[config.mk]
export PLATFORM = sky130hd
export DESIGN_NAME = button_press_classifier_dimmer_top
export DESIGN_NICKNAME = d
export VERILOG_FILES = /design/src/rtl/bpcd_pkg.sv /design/src/rtl/button_press_classifier_dimmer_top.sv /design/src/rtl/bpcd_fsm.sv /design/src/rtl/bpcd_duty.sv /design/src/rtl/bpcd_outq.sv
export SDC_FILE = /design/constraint.sdc
export NUM_CORES = 1
export LEC_CHECK = 0
export ABC_AREA = 0
export ABC_CLOCK_PERIOD_IN_PS = 4800
export BUFFER_PORTS_ARGS = -buffer_cell sky130_fd_sc_hd__buf_2
export CORE_ASPECT_RATIO = 1.75
export CORE_MARGIN = 5
export CORE_UTILIZATION = 63
export DETAILED_ROUTE_END_ITERATION = 6
export PLACE_DENSITY_LB_ADDON = 0.15
export SLEW_MARGIN = 5
export SYNTH_ARGS = -nofsm -noshare
export SYNTH_HDL_FRONTEND = slang
export SYNTH_SLANG_ARGS = --single-unit
export TNS_END_PERCENT = 20
[constraint.sdc]
create_clock -name aclk -period 4.8 [get_ports aclk]
set_input_delay 0.24 -clock aclk [delete_from_list [all_inputs] [get_ports aclk]]
set_output_delay 0.24 -clock aclk [all_outputs]
set_load 0.01 [all_outputs]
[src/rtl/bpcd_pkg.sv]
// Package for the button press classifier and dimmer.
// Holds field widths, phase and register index codes, and the duty lookup table.
// No dependencies.
package bpcd_pkg;

    // Field widths
    localparam int BRIGHT_W = 7;
    localparam int TICK_W   = 10;
    localparam int DUTY_W   = 10;
    localparam int PHASE_W  = 2;
    localparam int CFG_IDX_W  = 2;
    localparam int CFG_DATA_W = 10;

    // Duty scaling
    localparam int unsigned DUTY_FULL = 1023;
    localparam int unsigned DUTY_MAX  = 1023;
    localparam int unsigned PCT_MAX   = 100;

    // Counter ceiling
    localparam logic [TICK_W-1:0] COUNT_MAX = {TICK_W{1'b1}};

    // Phase codes
    localparam logic [PHASE_W-1:0] PH_IDLE    = 2'd0;
    localparam logic [PHASE_W-1:0] PH_CONFIRM = 2'd1;
    localparam logic [PHASE_W-1:0] PH_HELD    = 2'd2;
    localparam logic [PHASE_W-1:0] PH_RELEASE = 2'd3;

    // Configuration register indexes
    localparam logic [CFG_IDX_W-1:0] CFG_BRIGHTNESS = 2'd0;
    localparam logic [CFG_IDX_W-1:0] CFG_LONG_TICKS = 2'd1;
    localparam logic [CFG_IDX_W-1:0] CFG_SMIN_TICKS = 2'd2;
    localparam logic [CFG_IDX_W-1:0] CFG_SMAX_TICKS = 2'd3;

    // Configuration reset values
    localparam logic [BRIGHT_W-1:0] BRIGHT_RST = 7'd100;
    localparam logic [TICK_W-1:0]   LONG_RST   = 10'd300;
    localparam logic [TICK_W-1:0]   SMIN_RST   = 10'd10;
    localparam logic [TICK_W-1:0]   SMAX_RST   = 10'd200;

    // Press thresholds handed to the classifier
    typedef struct packed {
        logic [TICK_W-1:0] long_ticks;
        logic [TICK_W-1:0] smin_ticks;
        logic [TICK_W-1:0] smax_ticks;
    } thresh_t;

    // Classifier flags for one sample
    typedef struct packed {
        logic short_press;
        logic long_press;
        logic running;
    } flags_t;

    // One result transaction
    typedef struct packed {
        logic              short_press;
        logic              long_press;
        logic              running;
        logic [DUTY_W-1:0] duty;
    } result_t;

    // Duty for each clamped brightness percent, built at elaboration
    typedef logic [PCT_MAX:0][DUTY_W-1:0] duty_lut_t;

    function automatic duty_lut_t build_duty_lut();
        duty_lut_t   lut;
        int unsigned q;
        for (int i = 0; i <= PCT_MAX; i++) begin
            q = (DUTY_FULL * i) / PCT_MAX;
            if (q > DUTY_MAX) begin
                lut[i] = DUTY_W'(DUTY_MAX);
            end else begin
                lut[i] = q[DUTY_W-1:0];
            end
        end
        return lut;
    endfunction

    localparam duty_lut_t DUTY_LUT = build_duty_lut();

endpackage

[src/rtl/button_press_classifier_dimmer_top.sv]
// An accepted sample's result is registered on the m_ side, parked in the skid stage first while one result waits.
// Throughput: one sample per cycle while the skid stage is empty; it keeps input open while one result waits.
// Reset (aresetn, synchronous, active low): phase idle, count 0, running, output empty,
// brightness 100, long 300, short window 10 to 200.
// Depends on bpcd_pkg, bpcd_fsm, bpcd_duty, bpcd_outq.
module button_press_classifier_dimmer_top
    import bpcd_pkg::*;
(
    input  logic                  aclk,
    input  logic                  aresetn,
    input  logic                  cfg_wr_en,
    input  logic [CFG_IDX_W-1:0]  cfg_index,
    input  logic [CFG_DATA_W-1:0] cfg_data,
    input  logic                  s_valid,
    output logic                  s_ready,
    input  logic                  s_button_level,
    output logic                  m_valid,
    input  logic                  m_ready,
    output logic                  m_short_press,
    output logic                  m_long_press,
    output logic                  m_running,
    output logic [DUTY_W-1:0]     m_duty
);

    logic [BRIGHT_W-1:0] brightness_reg;
    logic [TICK_W-1:0]   long_ticks_reg, smin_ticks_reg, smax_ticks_reg;
    thresh_t             thresh;
    flags_t              flags;
    logic [DUTY_W-1:0]   duty;
    logic                fire;
    result_t             res, m_res;

    // Configuration registers
    always_ff @(posedge aclk) begin
        if (!aresetn) begin
            brightness_reg <= BRIGHT_RST;
            long_ticks_reg <= LONG_RST;
            smin_ticks_reg <= SMIN_RST;
            smax_ticks_reg <= SMAX_RST;
        end else if (cfg_wr_en) begin
            unique case (cfg_index)
                CFG_BRIGHTNESS: brightness_reg <= cfg_data[BRIGHT_W-1:0];
                CFG_LONG_TICKS: long_ticks_reg <= cfg_data[TICK_W-1:0];
                CFG_SMIN_TICKS: smin_ticks_reg <= cfg_data[TICK_W-1:0];
                CFG_SMAX_TICKS: smax_ticks_reg <= cfg_data[TICK_W-1:0];
                default: ;
            endcase
        end
    end

    assign thresh.long_ticks = long_ticks_reg;
    assign thresh.smin_ticks = smin_ticks_reg;
    assign thresh.smax_ticks = smax_ticks_reg;

    assign fire = s_valid && s_ready;

    bpcd_fsm u_fsm (
        .aclk     (aclk),
        .aresetn  (aresetn),
        .fire     (fire),
        .released (s_button_level),
        .thresh   (thresh),
        .flags    (flags)
    );

    bpcd_duty u_duty (
        .brightness (brightness_reg),
        .running    (flags.running),
        .duty       (duty)
    );

    // Assemble the result transaction
    assign res.short_press = flags.short_press;
    assign res.long_press  = flags.long_press;
    assign res.running     = flags.running;
    assign res.duty        = duty;

    bpcd_outq u_outq (
        .aclk      (aclk),
        .aresetn   (aresetn),
        .push      (fire),
        .push_data (res),
        .ready     (s_ready),
        .m_valid   (m_valid),
        .m_ready   (m_ready),
        .m_data    (m_res)
    );

    assign m_short_press = m_res.short_press;
    assign m_long_press  = m_res.long_press;
    assign m_running     = m_res.running;
    assign m_duty        = m_res.duty;

endmodule

[src/rtl/bpcd_fsm.sv]
// Press classifier: four-phase machine, hold counter and run/suspend mode.
// Depends on bpcd_pkg.
module bpcd_fsm
    import bpcd_pkg::*;
(
    input  logic    aclk,
    input  logic    aresetn,
    input  logic    fire,
    input  logic    released,
    input  thresh_t thresh,
    output flags_t  flags
);

    logic [PHASE_W-1:0] phase_reg, phase_next;
    logic [TICK_W-1:0]  hold_count_reg, hold_count_next;
    logic               run_mode_reg, run_mode_next;
    logic               sp, lp;

    // Work out the next phase, count and mode for this sample
    always_comb begin
        phase_next      = phase_reg;
        hold_count_next = hold_count_reg;
        run_mode_next   = run_mode_reg;
        sp              = 1'b0;
        lp              = 1'b0;
        unique case (phase_reg)
            PH_IDLE: begin
                if (!released) phase_next = PH_CONFIRM;
            end
            PH_CONFIRM: begin
                if (!released) begin
                    hold_count_next = '0;
                    phase_next      = PH_HELD;
                end else begin
                    phase_next = PH_IDLE;
                end
            end
            PH_HELD: begin
                if (hold_count_reg <= thresh.long_ticks && hold_count_reg != COUNT_MAX) begin
                    hold_count_next = hold_count_reg + 1'b1;
                end else begin
                    lp         = 1'b1;
                    phase_next = PH_RELEASE;
                end
                if (released) phase_next = PH_RELEASE;
            end
            PH_RELEASE: begin
                if (released) begin
                    if (hold_count_reg >= thresh.smin_ticks &&
                        hold_count_reg < thresh.smax_ticks) begin
                        sp            = 1'b1;
                        run_mode_next = ~run_mode_reg;
                    end
                    phase_next = PH_IDLE;
                end
            end
            default: begin
                phase_next = PH_IDLE;
            end
        endcase
    end

    // Advance state on each accepted sample
    always_ff @(posedge aclk) begin
        if (!aresetn) begin
            phase_reg      <= PH_IDLE;
            hold_count_reg <= '0;
            run_mode_reg   <= 1'b1;
        end else if (fire) begin
            phase_reg      <= phase_next;
            hold_count_reg <= hold_count_next;
            run_mode_reg   <= run_mode_next;
        end
    end

    assign flags.short_press = sp;
    assign flags.long_press  = lp;
    assign flags.running     = run_mode_next;

`ifndef SYNTHESIS
    a_sp_from_release: assert property (@(posedge aclk) disable iff (!aresetn)
        (fire && sp) |-> (phase_reg == PH_RELEASE && released))
        else $error("short press outside release wait");
    a_lp_to_release: assert property (@(posedge aclk) disable iff (!aresetn)
        (fire && lp) |=> (phase_reg == PH_RELEASE))
        else $error("long press did not move to release wait");
    a_sp_toggles: assert property (@(posedge aclk) disable iff (!aresetn)
        (fire && sp) |=> (run_mode_reg != $past(run_mode_reg)))
        else $error("short press did not toggle mode");
    a_hold_idle: assert property (@(posedge aclk) disable iff (!aresetn)
        !fire |=> ($stable(phase_reg) && $stable(hold_count_reg)))
        else $error("state moved without a transaction");
`endif

endmodule

[src/rtl/bpcd_duty.sv]
// LED duty: clamp brightness to 100 percent and look up the scaled duty, or zero while suspended.
// Depends on bpcd_pkg (DUTY_LUT).
module bpcd_duty
    import bpcd_pkg::*;
(
    input  logic [BRIGHT_W-1:0] brightness,
    input  logic                running,
    output logic [DUTY_W-1:0]   duty
);

    logic [BRIGHT_W-1:0] pct;

    // Clamp, then drop to zero while suspended
    assign pct  = (brightness > BRIGHT_W'(PCT_MAX)) ? BRIGHT_W'(PCT_MAX) : brightness;
    assign duty = running ? DUTY_LUT[pct] : '0;

endmodule

[src/rtl/bpcd_outq.sv]
// Result register with a skid stage, so a new transaction is taken while one waits.
// Depends on bpcd_pkg (result_t).
module bpcd_outq
    import bpcd_pkg::*;
(
    input  logic    aclk,
    input  logic    aresetn,
    input  logic    push,
    input  result_t push_data,
    output logic    ready,
    output logic    m_valid,
    input  logic    m_ready,
    output result_t m_data
);

    logic    out_valid_reg, skid_valid_reg;
    result_t out_data_reg, skid_data_reg;
    logic    pop;

    assign pop     = out_valid_reg && m_ready;
    assign ready   = !skid_valid_reg;
    assign m_valid = out_valid_reg;
    assign m_data  = out_data_reg;

    // Control: refill from the skid stage first, else take the new result
    always_ff @(posedge aclk) begin
        if (!aresetn) begin
            out_valid_reg  <= 1'b0;
            skid_valid_reg <= 1'b0;
        end else if (skid_valid_reg) begin
            if (pop) skid_valid_reg <= 1'b0;
        end else if (push) begin
            if (!out_valid_reg || pop) out_valid_reg <= 1'b1;
            else skid_valid_reg <= 1'b1;
        end else if (pop) begin
            out_valid_reg <= 1'b0;
        end
    end

    // Payload
    always_ff @(posedge aclk) begin
        if (skid_valid_reg) begin
            if (pop) out_data_reg <= skid_data_reg;
        end else if (push) begin
            if (!out_valid_reg || pop) out_data_reg <= push_data;
            else skid_data_reg <= push_data;
        end
    end

`ifndef SYNTHESIS
    a_skid_needs_out: assert property (@(posedge aclk) disable iff (!aresetn)
        skid_valid_reg |-> out_valid_reg)
        else $error("skid stage full while result register empty");
    a_skid_holds: assert property (@(posedge aclk) disable iff (!aresetn)
        (skid_valid_reg && !pop) |=> (skid_valid_reg && $stable(skid_data_reg)))
        else $error("skid stage lost its transaction");
    a_stall_to_skid: assert property (@(posedge aclk) disable iff (!aresetn)
        (push && ready && out_valid_reg && !pop) |=> skid_valid_reg)
        else $error("stalled transaction not parked");
`endif

endmodule
==> results.json, run 1 <==
{
  "wl_um": 16200,
  "antenna_found_initial": 0,
  "critPathArrivalTime_ns": 3.91,
  "synth_cells": 665,
  "wire_per_inst_um": 20.3,
  "cts.sink_count": 78,
  "root_buffer": "clkbuf_16",
  "path_class": "reg2reg",
  "insertion_delay_ns": 0.34,
  "worstHoldPathType": "in2reg",
  "synth_top_cell_area_share": 0.189,
  "seq_area_um2": 1820,
  "ys_types": 76,
  "grt_pass1_vias": 5200,
  "gp_congestion": 1.02,
  "filler_cell_count": 748,
  "synth_area_leaders": "dfxtp_1 19%, edfxtp_1 14%, ha_1 9.3%",
  "syn_nets": 724,
  "dpl-instance-area_um2": 5700,
  "grt_overflow": 0,
  "fin_crit_ns": 3.81,
  "avgSynthCellArea_um2": 8.29,
  "cts_inserted_buffers": 9,
  "cpPeakStageDelay_ns": 0.67,
  "nets": 735,
  "antenna_cells": 0,
  "synth.most_common_cell": "nand2_1",
  "synth_warnings": 0,
  "synth_common_cells": "102 x nand2_1, 52 x dfxtp_1, 48 x inv_1",
  "worst_slack_ns": 0.987,
  "vdd_ir_drop_max_mv": 0.350,
  "ys_seq_area_frac": 0.330,
  "async_reset_ff_frac": 0,
  "critPathCaptureType": "register",
  "finalSetupViolations": 0,
  "hpwl_um": 11900,
  "dp_slack_ns": 1.04,
  "cts_hold_buf": 0,
  "whs_ns": 0.169,
  "rsz0062_at_grt": "no",
  "path_max_fanout": 18,
  "grt_max_degree": 45,
  "grt_pass1_wl_um": 26200,
  "drt_iter0_drc": 514,
  "relSlewSlack": 0.273,
  "die-area_um2": 10800,
  "hold_viol_final": 0,
  "finish.utilization": 0.698,
  "drv_slew": 0,
  "multi_input_area_um2": 3320,
  "layout-drive-gt1-share": 0.140,
  "cts_buffer_depth": 2,
  "synth_flop_cell": "dfxtp_1",
  "pin_count": 33,
  "clk_pin_slew_worst_paths_ns": 0.06,
  "drt_first_pass_iters": 5,
  "htree_levels": 3,
  "die_h_um": 134,
  "netlist_area_um2": 5510,
  "finClkSkew_ns": 0.00648,
  "crit_slowest_cell": "a21boi_0",
  "status": "finished, final reports clean",
  "critPathRequiredTime_ns": 4.89,
  "cts_resized": 0,
  "total_leakage_power_nw": 2.27,
  "via_per_inst": 6.49,
  "grt_usage": 0.319,
  "drc": 0,
  "path_cells": "buf_4 -> or3_1 -> a21boi_0 -> inv_1 -> ha_1 -> o21ba_2 -> and3_1 -> o22ai_1 -> nand3_1 -> a31oi_1 -> nor4_2 -> mux2_2",
  "final_area_um2": 6010,
  "coreArea_um2": 8610,
  "start_util": 0.640,
  "yosysTopAreaCell": "dfxtp_1",
  "worstMarginPinSlew_ns": 1.09,
  "vias": 5179,
  "fmax_mhz": 262,
  "cts_tree": "done",
  "row_count": 45,
  "setup_tns_ns": 0,
  "fp.dieW_um": 80.7,
  "post-cts-setup-buffers": 0,
  "syn_to_final_growth_pct": 9.01,
  "postRouteAntennaNets": 0,
  "maxCapViolCount": 0,
  "fin_crit_sh": 0.794,
  "io_buffers": 32,
  "startpoint_type": "register",
  "synth_seq_cells": 78,
  "power_density_nw_per_um2": 274,
  "synth_edf_count": 26
}
layout make-up:
type / count / area share
inverters: 51 / 0.0318
clock buffers: 9 / 0.0375
repair buffers: 41 / 0.0379
well taps: 117 / 0.0244
multi-input cells: 495 / 0.552
flip-flops and latches: 78 / 0.303
clock inverters: 7 / 0.0135
report_power, final:
group	internal (mW)	switching, mW	total [mW]
clock network	0.410	0.288	0.697
logic	0.0809	0.140	0.221
registers	0.710	0.0159	0.726
metal layers:
metal  share of wire  vias to the layer above  GRT usage
met5               0                        -          0
met4           0.087                        0      0.254
met3           0.052                      101     0.0541
met2            0.53                      234      0.544
met1            0.33                     2415      0.334
li1                -                     2429          -
critical path, delay by kind of cell, from the launching register on:
family,cells,cell delay (ns)
AOI/OAI and AO/OA,4,1.36
and+or+nand+nor,4,0.80
buffers and inverters,2,0.42
adders and majority gates,1,0.41
DFF,1,0.30
muxes,1,0.29
metrics by stage:
stage / power, mW / std cells
after floorplan: 0.886 / 665
after global placement: 0.951 / 782
after detailed placement: 0.956 / 782
after CTS: 1.65 / 798
after global routing: 1.72 / 798
final: 1.64 / 798
placed cells by master, fill, tap and decap left out, types with 13 or more instances in the layout:
master | netlist | routed
nor2_1 | 39 | 39
inv_1 | 48 | 48
nor2b_1 | 13 | 13
edfxtp_1 | 26 | 26
buf_2 | 9 | 32
a21oi_1 | 45 | 45
o21ai_0 | 41 | 41
ha_1 | 41 | 41
dfxtp_1 | 52 | 52
o211ai_1 | 17 | 17
nand3_1 | 16 | 16
a21boi_0 | 25 | 25
nand2_1 | 102 | 102
kinds of logic after synthesis:
| kind of cell | after synthesis | share of synthesized area |
|---|---|---|
| simple gates | 229 | 0.198 |
| compound gates | 205 | 0.263 |
| buf+inv | 92 | 0.0681 |
| flops | 78 | 0.330 |
| fa+ha+maj | 41 | 0.0930 |
| mux | 18 | 0.0411 |
| xor+xnor | 2 | 0.00658 |
final timing paths:
kind	start	cells after the start	end	slack, ns
max	brightness_reg[2]	12	u_outq.m_data[3]	0.99
min	m_ready	4	u_outq.skid_valid_reg	0.17
max reg2reg	brightness_reg[2]	12	u_outq.m_data[3]	0.99
min reg2reg	long_ticks_reg[7]	2	long_ticks_reg[7]	0.47
Note: power is estimated with default switching activity, not from simulation.
==> run 2: changes to the inputs <==
- ABC_AREA: 0 -> 1
- ABC_CLOCK_PERIOD_IN_PS: 4800 -> 3600
- CORE_UTILIZATION: 63 -> 62
- clock period: 4.8 -> 3.6 ns (I/O delays scaled with it)
==> run 2 against run 1 <==
Effect of this change: clock-buffer cell count up 1; synthesized cell count grew 19%; setup slack worse by 0.45 ns; sequential power rose by 36%; sequential share of layout area is 0.71 points higher; total power rose by 39%; die area shrank 0.77%; critical path type unchanged; critical endpoint is now u_outq.m_data[1]; critical path depth is 2 higher; combinational power is 74% higher; clock power increased by 31%.
==> results.json, run 2 <==
{
  "row_count": 45,
  "synth_common_cells": "216 x nand2_1, 95 x nand3_1, 92 x inv_1",
  "critPathArrivalTime_ns": 3.16,
  "finalSetupViolations": 0,
  "cts_resized": 0,
  "cts.sink_count": 78,
  "io_buffers": 32,
  "nets": 871,
  "critPathTopFamily": "simple AND/OR/NAND/NOR gates",
  "netlist_area_um2": 5380,
  "worstMarginPinSlew_ns": 0.690,
  "post-cts-setup-buffers": 0,
  "drv_slew": 0,
  "final_area_um2": 5870,
  "syn_to_final_growth_pct": 9.16,
  "via_per_inst": 5.78,
  "synth_seq_cells": 78,
  "hpwl_um": 11500,
  "async_reset_ff_frac": 0,
  "cts_hold_buf": 0,
  "rsz0062_at_grt": "no",
  "power_density_nw_per_um2": 388,
  "worstHoldPathType": "in2reg",
  "synth_area_leaders": "dfxtp_1 19%, nand2_1 15%, edfxtp_1 15%",
  "final_common_cell": "nand2_1",
  "wire_per_inst_um": 16.7,
  "grt_pass1_wl_um": 25200,
  "setup_tns_ns": 0,
  "wl_um": 15600,
  "fmax_mhz": 327,
  "dp_slack_ns": 0.663,
  "gp_congestion": 0.965,
  "crit_slowest_cell": "a21oi_1",
  "pin_count": 33,
  "path_max_fanout": 6,
  "cpPeakStageDelay_ns": 0.48,
  "finClkSkew_ns": 0.00802,
  "path_class": "reg2reg",
  "drt_first_pass_iters": 6,
  "drc": 0,
  "htree_levels": 3,
  "fin_crit_ns": 3.06,
  "critPathRequiredTime_ns": 3.70,
  "postRouteAntennaNets": 0,
  "syn_nets": 850,
  "relSlewSlack": 0.536,
  "die_h_um": 133,
  "antenna_found_initial": 0,
  "critPathCaptureType": "register",
  "grt_overflow": 0,
  "worst_slack_ns": 0.541,
  "grt_usage": 0.304,
  "ys_seq_area_frac": 0.339,
  "worst-path-buf-inv": 3,
  "dp_cells": 918,
  "finish.utilization": 0.686,
  "p_total_mw": 2.28,
  "fin_crit_sh": 0.850,
  "path_cells": "nand2_2 -> inv_2 -> nand2_4 -> nand2_1 -> inv_1 -> ha_1 -> inv_1 -> nand2_1 -> nand3_1 -> nand3_1 -> a21oi_1 -> nor2_1 -> nand3_1 -> nand2_1",
  "cts_tree": "done",
  "insertion_delay_ns": 0.34,
  "whs_ns": 0.0961,
  "vdd_ir_drop_max_mv": 0.350,
  "synth_top_cell_area_share": 0.193,
  "die-area_um2": 10700,
  "grt_pass1_vias": 5252,
  "synth_warnings": 0,
  "maxCapViolCount": 0,
  "root_buffer": "clkbuf_16",
  "grt_max_degree": 40,
  "antenna_cells": 0,
  "cts_inserted_buffers": 9,
  "vias": 5397,
  "synth.most_common_cell": "nand2_1",
  "start_util": 0.629,
  "layout-drive-gt1-share": 0.0832,
  "coreArea_um2": 8560,
  "instances_no_fill": 934,
  "total_leakage_power_nw": 2.85,
  "clk_pin_slew_worst_paths_ns": 0.06,
  "fp.dieW_um": 80.4,
  "cts_buffer_depth": 2,
  "status": "finished, final reports clean",
  "dpl-instance-area_um2": 5570,
  "yosysTopAreaCell": "dfxtp_1",
  "ys_types": 38,
  "synth_cells": 791,
  "synth_edf_count": 26,
  "hold_viol_final": 0,
  "synth_flop_cell": "dfxtp_1",
  "avgSynthCellArea_um2": 6.80,
  "drt_iter0_drc": 457,
  "final_cell_mix": "216 x nand2_1, 95 x nand3_1, 92 x inv_1, 71 x nor2_1, 55 x a21oi_1",
  "startpoint_type": "register"
}
## run 2: cell types whose count changed after synthesis, moves of 9 or more
cell / delta
nor2_1: +32
or3_1: -10
inv_1: +44
nand2_1: +114
mux2_2: -9
a21boi_0: -25
a21oi_1: +10
clkbuf_1: -10
nor2b_1: -13
nand3_1: +79
## run 2: final cells by class
cell class                 count  area, um^2
multi-input combinational    588        3040
fill                         762        2690
sequential                    78        1820
inverter                      98         370
clock buffer                  10         229
timing repair buffer          37         198
tap                          117         146
clock inverter                 6        70.1
## run 2: metal layers
metal	routed length [um]	share of wire	vias to the layer above	global-route usage
met5	0	0	-	0
li1	-	-	2634	-
met4	1030	0.066	0	0.198
met1	5550	0.36	2475	0.307
met3	586	0.037	76	0.0426
met2	8460	0.54	212	0.558
## run 2: tightest hold or removal path, stage by stage
cell and delay (ns):
buf_2 0.10, nand2_1 0.05, o211ai_1 0.06
## run 2: cell families after synthesis
family,count (synthesis),share of synthesized area
xor+xnor,7,0.0114
flops,78,0.339
fa+ha+maj,41,0.0953
compound gates,128,0.132
buf+inv,125,0.0967
simple gates,412,0.326
## run 2: final timing paths
kind | startpoint | endpoint | slack (ns) | depth (start not counted)
hold / removal | cfg_data[8] | long_ticks_reg[8] | 0.1 | 3
hold reg to reg | long_ticks_reg[1] | long_ticks_reg[1] | 0.47 | 2
setup / recovery | brightness_reg[6] | u_outq.m_data[1] | 0.54 | 14
setup reg to reg | brightness_reg[6] | u_outq.m_data[1] | 0.54 | 14
## run 2: power by group
| part | leakage (nW) | switching (mW) | total [mW] | internal, mW |
|---|---|---|---|---|
| clock | 0.136 | 0.368 | 0.910 | 0.542 |
| combinational | 2.05 | 0.265 | 0.385 | 0.120 |
| sequential | 0.663 | 0.0224 | 0.984 | 0.961 |
| total | 2.85 | 0.656 | 2.28 | 1.62 |
